==> src/sv/fsnf_pkg.sv <==
// fsnf_pkg: shared constants, codes and the popcount helper of the focal site filter
// used by fsnf_relate and focal_site_nesting_filter_core, depends on nothing
`timescale 1ns / 1ps
`default_nettype none

package fsnf_pkg;

  // widths of counts and configuration fields
  localparam int CNT_W  = 7;
  localparam int MODE_W = 2;
  localparam int STAT_W = 2;
  localparam int ADDR_W = 3;

  // relation modes
  localparam logic [MODE_W-1:0] MODE_ANY      = 2'd0;
  localparam logic [MODE_W-1:0] MODE_NESTED   = 2'd1;
  localparam logic [MODE_W-1:0] MODE_DISJOINT = 2'd2;

  // result status codes
  localparam logic [STAT_W-1:0] ST_FOCAL    = 2'd0;
  localparam logic [STAT_W-1:0] ST_SKIPPED  = 2'd1;
  localparam logic [STAT_W-1:0] ST_NO_FOCAL = 2'd2;

  // configuration register indexes
  localparam logic [ADDR_W-1:0] REG_SAMPLE_COUNT  = 3'd0;
  localparam logic [ADDR_W-1:0] REG_FOCAL_SIZE    = 3'd1;
  localparam logic [ADDR_W-1:0] REG_RELATION_MODE = 3'd2;
  localparam logic [ADDR_W-1:0] REG_INCLUDE_FOCAL = 3'd3;
  localparam logic [ADDR_W-1:0] REG_MIN_SITES     = 3'd4;
  localparam logic [ADDR_W-1:0] REG_MAX_SITES     = 3'd5;

  // settings the relation datapath needs for one matrix
  typedef struct packed {
    logic signed [7:0] nk;    // used samples minus focal size
    logic [CNT_W-1:0]  kk;    // focal size
    logic [MODE_W-1:0] mode;
    logic              incl;  // keep the focal site itself
  } rel_cfg_t;

  function automatic logic [CNT_W-1:0] pop64(input logic [63:0] v);
    logic [CNT_W-1:0] c;
    c = '0;
    for (int i = 0; i < 64; i++) begin
      c = c + CNT_W'(v[i]);
    end
    return c;
  endfunction

endpackage

`default_nettype wire

==> src/sv/fsnf_relate.sv <==
// fsnf_relate: three-stage datapath deciding whether one site is kept for a focal site
// popcounts, signed products, compare; depends on fsnf_pkg
`timescale 1ns / 1ps
`default_nettype none

module fsnf_relate
  import fsnf_pkg::*;
#(
  parameter int MAX_SAMPLES = 64,
  parameter int MAX_SITES   = 64,
  localparam int SITE_AW    = (MAX_SITES > 1) ? $clog2(MAX_SITES) : 1
) (
  input  wire logic                   clk,
  input  wire logic                   rst_n,
  input  wire logic                   in_v,
  input  wire logic [SITE_AW-1:0]     in_tag,
  input  wire logic [MAX_SAMPLES-1:0] in_col,
  input  wire logic [MAX_SAMPLES-1:0] focal_col,
  input  wire logic [SITE_AW-1:0]     focal_idx,
  input  wire rel_cfg_t               cfg,
  output logic                        keep_v,
  output logic [SITE_AW-1:0]          keep_tag,
  output logic                        keep,
  output logic                        busy
);

  // stage 1: overlap counts
  logic                 v1_r;
  logic [SITE_AW-1:0]   tag1_r;
  logic [CNT_W-1:0]     nest_r;
  logic [CNT_W-1:0]     disj_r;
  logic                 excl1_r;
  // stage 2: products
  logic                 v2_r;
  logic [SITE_AW-1:0]   tag2_r;
  logic signed [15:0]   a_r;
  logic signed [15:0]   b_r;
  logic                 excl2_r;
  // stage 3: decision
  logic                 v3_r;
  logic [SITE_AW-1:0]   tag3_r;
  logic                 keep_r;

  logic signed [15:0]   a_nxt;
  logic signed [15:0]   b_nxt;
  logic                 keep_nxt;

  always_comb begin
    a_nxt = $signed({{(16-CNT_W){1'b0}}, nest_r}) * $signed({{8{cfg.nk[7]}}, cfg.nk});
    b_nxt = $signed({{(16-CNT_W){1'b0}}, disj_r} * {{(16-CNT_W){1'b0}}, cfg.kk});
  end

  always_comb begin
    unique case (cfg.mode)
      MODE_ANY:      keep_nxt = 1'b1;
      MODE_NESTED:   keep_nxt = (a_r > b_r);
      MODE_DISJOINT: keep_nxt = (a_r < b_r);
      default:       keep_nxt = 1'b0;
    endcase
    if (excl2_r) begin
      keep_nxt = 1'b0;
    end
  end

  always_ff @(posedge clk) begin
    if (!rst_n) begin
      v1_r <= 1'b0;
      v2_r <= 1'b0;
      v3_r <= 1'b0;
    end else begin
      v1_r <= in_v;
      v2_r <= v1_r;
      v3_r <= v2_r;
    end
  end

  always_ff @(posedge clk) begin
    tag1_r  <= in_tag;
    nest_r  <= pop64(64'(in_col & focal_col));
    disj_r  <= pop64(64'(in_col & ~focal_col));
    excl1_r <= (in_tag == focal_idx) && !cfg.incl;
    tag2_r  <= tag1_r;
    a_r     <= a_nxt;
    b_r     <= b_nxt;
    excl2_r <= excl1_r;
    tag3_r  <= tag2_r;
    keep_r  <= keep_nxt;
  end

  assign keep_v   = v3_r;
  assign keep_tag = tag3_r;
  assign keep     = keep_r;
  assign busy     = v1_r | v2_r | v3_r;

endmodule

`default_nettype wire

==> config.mk <==
export PLATFORM = sky130hd
export DESIGN_NAME = fsnf_relate
export DESIGN_NICKNAME = d
export VERILOG_FILES = /design/src/sv/fsnf_pkg.sv /design/src/sv/fsnf_relate.sv
export SDC_FILE = /design/constraint.sdc
export NUM_CORES = 1
export LEC_CHECK = 0
export BUFFER_PORTS_ARGS = -buffer_cell sky130_fd_sc_hd__clkbuf_2
export CORE_MARGIN = 2
export CORE_UTILIZATION = 35
export DETAILED_ROUTE_END_ITERATION = 12
export PLACE_DENSITY = 0.54
export SLEW_MARGIN = 10
export SYNTH_ARGS = -nofsm -noshare
export SYNTH_HDL_FRONTEND = slang
export SYNTH_SLANG_ARGS = --single-unit
==> constraint.sdc <==
create_clock -name clk -period 9.93 [get_ports clk]
set_input_delay 0.993 -clock clk [delete_from_list [all_inputs] [get_ports clk]]
set_output_delay 0.993 -clock clk [all_outputs]
set_load 0.01 [all_outputs]
Yosys cells after proc, flatten, opt, wreduce, memory -nomap -nowiden
Cells that the tools add are included. Widths: inputs -> output; s select.

Bits in registers: 68. Input port bits: 161. Output and inout bits: 9. Logic and storage cells: 155.

Add/subtract/negate cells: 126. Multipliers: 2. Magnitude comparators: 2. Equal/unequal tests: 3. Mux-type cells: 1. Bitwise logic cells: 5. Reduce and logical (&&, ||, !) cells: 3.

Operator list (count): $add 7x1->7 (114); $and 64x64->64 (2); $not 64->64 (1); $gt 16x15->1 (1); $lt 16x15->1 (1); $mul 8x8->16 (1); $add 6x1->7 (2); $mul 7x7->14 (1); $add 5x1->6 (2); $add 4x1->5 (2); $add 3x1->4 (2); $add 2x1->3 (2); $eq 6x6->1 (1); $add 1x1->2 (2); $pmux 1 s3 (1); $eq 2x1->1 const B (1); $eq 2x2->1 const B (1); $logic_not 2->1 (1); $or 1x1->1 (2); $logic_and 1x1->1 (1); $logic_not 1->1 (1).

Longest topological paths before layout
Depth after elaboration: 65. Mapped depth: 21.

Least setup slack after synthesis
OpenSTA, ideal clock, no wires.

Path kind: input to register. Start point: in in_col[0]. End point: reg disj_r[6]. Data arrival time: 6.523 ns. Required time: 9.813 ns. Path slack: 3.289 ns. Stages: 18. Buffers on the path: 0. Path through: nor2b_1 > fa_1 > inv_1 > fa_1 > fa_1 > fa_1 > fa_1 > fa_1 > fa_1 > fa_1 > inv_1 > ha_1 > fa_1 > a21o_1 > a21oi_1 > nor2b_1 > o21ai_0 > nand2b_1.

Longest elaborated chain between the ends: 64.

Ends and longest elaborated chain: from (decl) (line fsnf_relate.sv:17) `input wire logic [MAX_SAMPLES-1:0] in_col,`; $and 64x64->64 (line fsnf_relate.sv:80) `disj_r <= pop64(64'(in_col & ~focal_col));`; $add 1x1->2 (line fsnf_pkg.sv:44) `c = c + CNT_W'(v[i]);`; $add 2x1->3 (line fsnf_pkg.sv:44); $add 3x1->4 (line fsnf_pkg.sv:44); $add 4x1->5 (line fsnf_pkg.sv:44); $add 5x1->6 (line fsnf_pkg.sv:44); $add 6x1->7 (line fsnf_pkg.sv:44); $add 7x1->7 (57 in a row) (line fsnf_pkg.sv:44); to (signal assigned) (line fsnf_relate.sv:80); to (decl) (line fsnf_relate.sv:31) `logic [CNT_W-1:0] disj_r;`.

Every way passes these cells. A chain may end at the register's enable or synchronous reset.

Worst setup path in the final report
Start point: in in_col[27]. End point: reg nest_r[6].

Longest elaborated chain between the ends: 38.

Ends and longest elaborated chain: $and 64x64->64 (line fsnf_relate.sv:79) `nest_r <= pop64(64'(in_col & focal_col));`; $add 7x1->7 (37 in a row) (line fsnf_pkg.sv:44); to (signal assigned) (line fsnf_relate.sv:79); to (decl) (line fsnf_relate.sv:30) `logic [CNT_W-1:0] nest_r;`.

Every way passes these cells.

==> results.json <==
{
  "cts_hold_buf": 0,
  "die_h_um": 165,
  "ctsRootBufferMaster": "clkbuf_16",
  "critPathBufInv": 3,
  "die_w_um": 165,
  "final_antenna_net_count": 0,
  "core_area_um2": 25800,
  "drv_cap": 0,
  "synth_most_common_cell": "inv_1",
  "clock_path_buffers": 2,
  "row_count": 59,
  "wire_per_inst_um": 12.8,
  "crit_family": "adder cells",
  "cp-startpoint": "in_col[27]",
  "synth_common_cells": "inv_1 (178), fa_1 (163), ha_1 (119), and2_1 (92), nand2_1 (80)",
  "r2r_cells": 11,
  "fin_skew_ns": 0.00489,
  "cts_tree": "done",
  "relSlewSlack_pct": 66.0,
  "grt_pass1_vias": 6909,
  "crit_path_frequent_cell": "fa_1",
  "dp_hpwl_um": 17000,
  "synthArstFlopShare_pct": 0,
  "overflow": 0,
  "grt_pass1_wl_um": 31800,
  "synthMuxAreaShare_pct": 0.123,
  "crit_fanout": 2,
  "area_growth_pct": 17.0,
  "synth_xor_area_share_pct": 2.98,
  "synth-seq-area-share_pct": 14.9,
  "rr_endpoint": "b_r[12]$_DFF_P_",
  "postPlaceCellArea_um2": 10400,
  "vias_per_cell": 4.43,
  "syn_nets": 1362,
  "synth-simple-area-share_pct": 17.4,
  "diodes": 0,
  "synth_top_area_share_pct": 35.8,
  "crit_cells": 19,
  "firstDrtPassIters": 4,
  "worstReg2RegStart": "disj_r[0]$_DFF_P_",
  "required_ns": 10.15,
  "finalWirelength_um": 18400,
  "synth-compound-area-share_pct": 5.18,
  "first_iter_violations": 138,
  "crit_path_start_kind": "input port",
  "final.min_clock_period_ns": 6.58,
  "cts_inserted_buffers": 9,
  "hold_path.class": "flop to flop",
  "antenna_found_initial": 1,
  "path_class": "input port to flop",
  "yosysTopAreaCell": "fa_1",
  "syn_area_um2": 9130,
  "worst_slew_pin_slew_ns": 0.506,
  "worstHoldPathCells": 0,
  "synth.area.top_cells": "fa_1 (36%), ha_1 (16%), dfxtp_1 (15%)",
  "synth_edf_count": 0,
  "slowest_delay_ns": 0.54,
  "grt_usage_pct": 14.7,
  "clock_latency_ns": 0.33,
  "tns_ns": 0,
  "nets": 1542,
  "synth.avg_cell_area_um2": 9.93,
  "ios": 170,
  "r2r_setup_slack_ns": 5.61,
  "cts.sinks": 68,
  "syn_inst": 919,
  "vias": 6373,
  "ys_seq_elements": 68,
  "cts.repair.resized": 0,
  "synth_cell_types": 44,
  "port_buffers": 169,
  "cp_cell_sequence": "clkbuf_2 > and2_1 > fa_1 > fa_1 > fa_1 > inv_1 > fa_1 > fa_1 > fa_1 > fa_1 > fa_1 > inv_1 > ha_1 > fa_1 > a21o_1 > a21oi_1 > nor2b_1 > o21ai_0 > nand2b_1",
  "drc": 0,
  "synth_top_family_by_area": "adder cells",
  "initial_core_util_pct": 35.3,
  "finalMaxSlewViolations": 0,
  "finalSetupViolCount": 0,
  "dieArea_um2": 27400,
  "synth_fa_ha_area_share_pct": 52.1,
  "yosysWarnings": 0,
  "grt_max_degree": 12,
  "critPathCapture": "nest_r[6]$_DFF_P_",
  "cts_max_level": 3,
  "hold_viol_final": 0,
  "end_kind": "flop",
  "cts.clk_slew.worst_paths_ns": 0.05,
  "design_area_um2": 10700,
  "cts_setup_buffers": 0,
  "critPathArrivalTime_ns": 6.80,
  "status": "completed",
  "layout-drive-gt1-share_pct": 17.2,
  "cp_slowest_cell": "fa_1",
  "fin_crit_sh_pct": 66.3,
  "fmax_ghz": 0.152,
  "gp_congestion": 0.796,
  "rsz0062_at_grt": "false",
  "synth_top_flop_cell": "dfxtp_1"
}
==> kinds of logic after synthesis <==
logic type,count (synthesis)
DFF,68
adders and majority gates,282
xor gates and xnor gates,31
and+or+nand+nor,292
muxes,1
AOI/OAI and AO/OA,67
buffers and inverters,178
==> how the worst min path moves through the flow <==
stage                      startpoint             endpoint  slack, ns
finish              tag1_r[4]$_DFF_P_    tag2_r[4]$_DFF_P_       0.32
global route        tag1_r[4]$_DFF_P_    tag2_r[4]$_DFF_P_       0.33
CTS                 tag1_r[3]$_DFF_P_    tag2_r[3]$_DFF_P_       0.32
detailed placement  tag1_r[4]$_DFF_P_    tag2_r[4]$_DFF_P_       0.31
global placement    tag2_r[1]$_DFF_P_  keep_tag[1]$_DFF_P_       0.31
floorplan             excl1_r$_DFF_P_      excl2_r$_DFF_P_       0.31
==> flip-flops by register name, summed over array words and instances (netlist names) <==
| signal | flops |
|---|---|
| a_r | 16 |
| b_r | 14 |
| disj_r | 7 |
| excl1_r | 1 |
| excl2_r | 1 |
| keep | 1 |
| keep_tag | 6 |
| keep_v | 1 |
| nest_r | 7 |
| tag1_r | 6 |
| tag2_r | 6 |
| v1_r | 1 |
| v2_r | 1 |
==> layout by cell type, fill, tap and decap left out, types with 20 or more instances in the layout <==
cell type,netlist,final
nand2_1,80,80
and2_1,92,92
nor2_1,20,20
inv_1,178,178
ha_1,119,119
fa_1,163,163
nand2b_1,39,39
clkbuf_2,0,169
nor2b_1,43,43
dfxtp_1,68,68
==> per-stage QoR <==
step                      std cells  worst slack (ns)  hold slack, ns  util (%)
final                          1438              3.35           0.323      41.3
after global routing           1438              3.03           0.327      41.3
after CTS                      1438              3.29           0.324      41.3
after detailed placement       1423              2.94           0.313      40.2
after global placement         1423              2.98           0.310      40.2
after floorplan                 919              3.29           0.310         -
==> area by class of cell <==
| class | count | area (um2) |
|---|---|---|
| Tap cell | 335 | 419 |
| Fill cell | 2653 | 15200 |
| Multi-Input combinational cell | 673 | 7100 |
| Timing Repair Buffer | 169 | 846 |
| Inverter | 178 | 668 |
| Clock inverter | 5 | 53.8 |
| Sequential cell | 68 | 1360 |
| Clock buffer | 10 | 229 |
==> layer usage <==
layer	wire length (um)	global-route usage, %	vias to the layer above	part of all wire [%]
met5	13	0	-	0.071
met4	309	3.64	2	1.7
met3	1170	3.72	21	6.4
met2	9160	26.8	134	50
met1	7760	17.3	3019	42
li1	-	-	3197	-
Power is not shown: default switching activity piles up to over one toggle a cycle in this logic, so the estimate is an artifact.
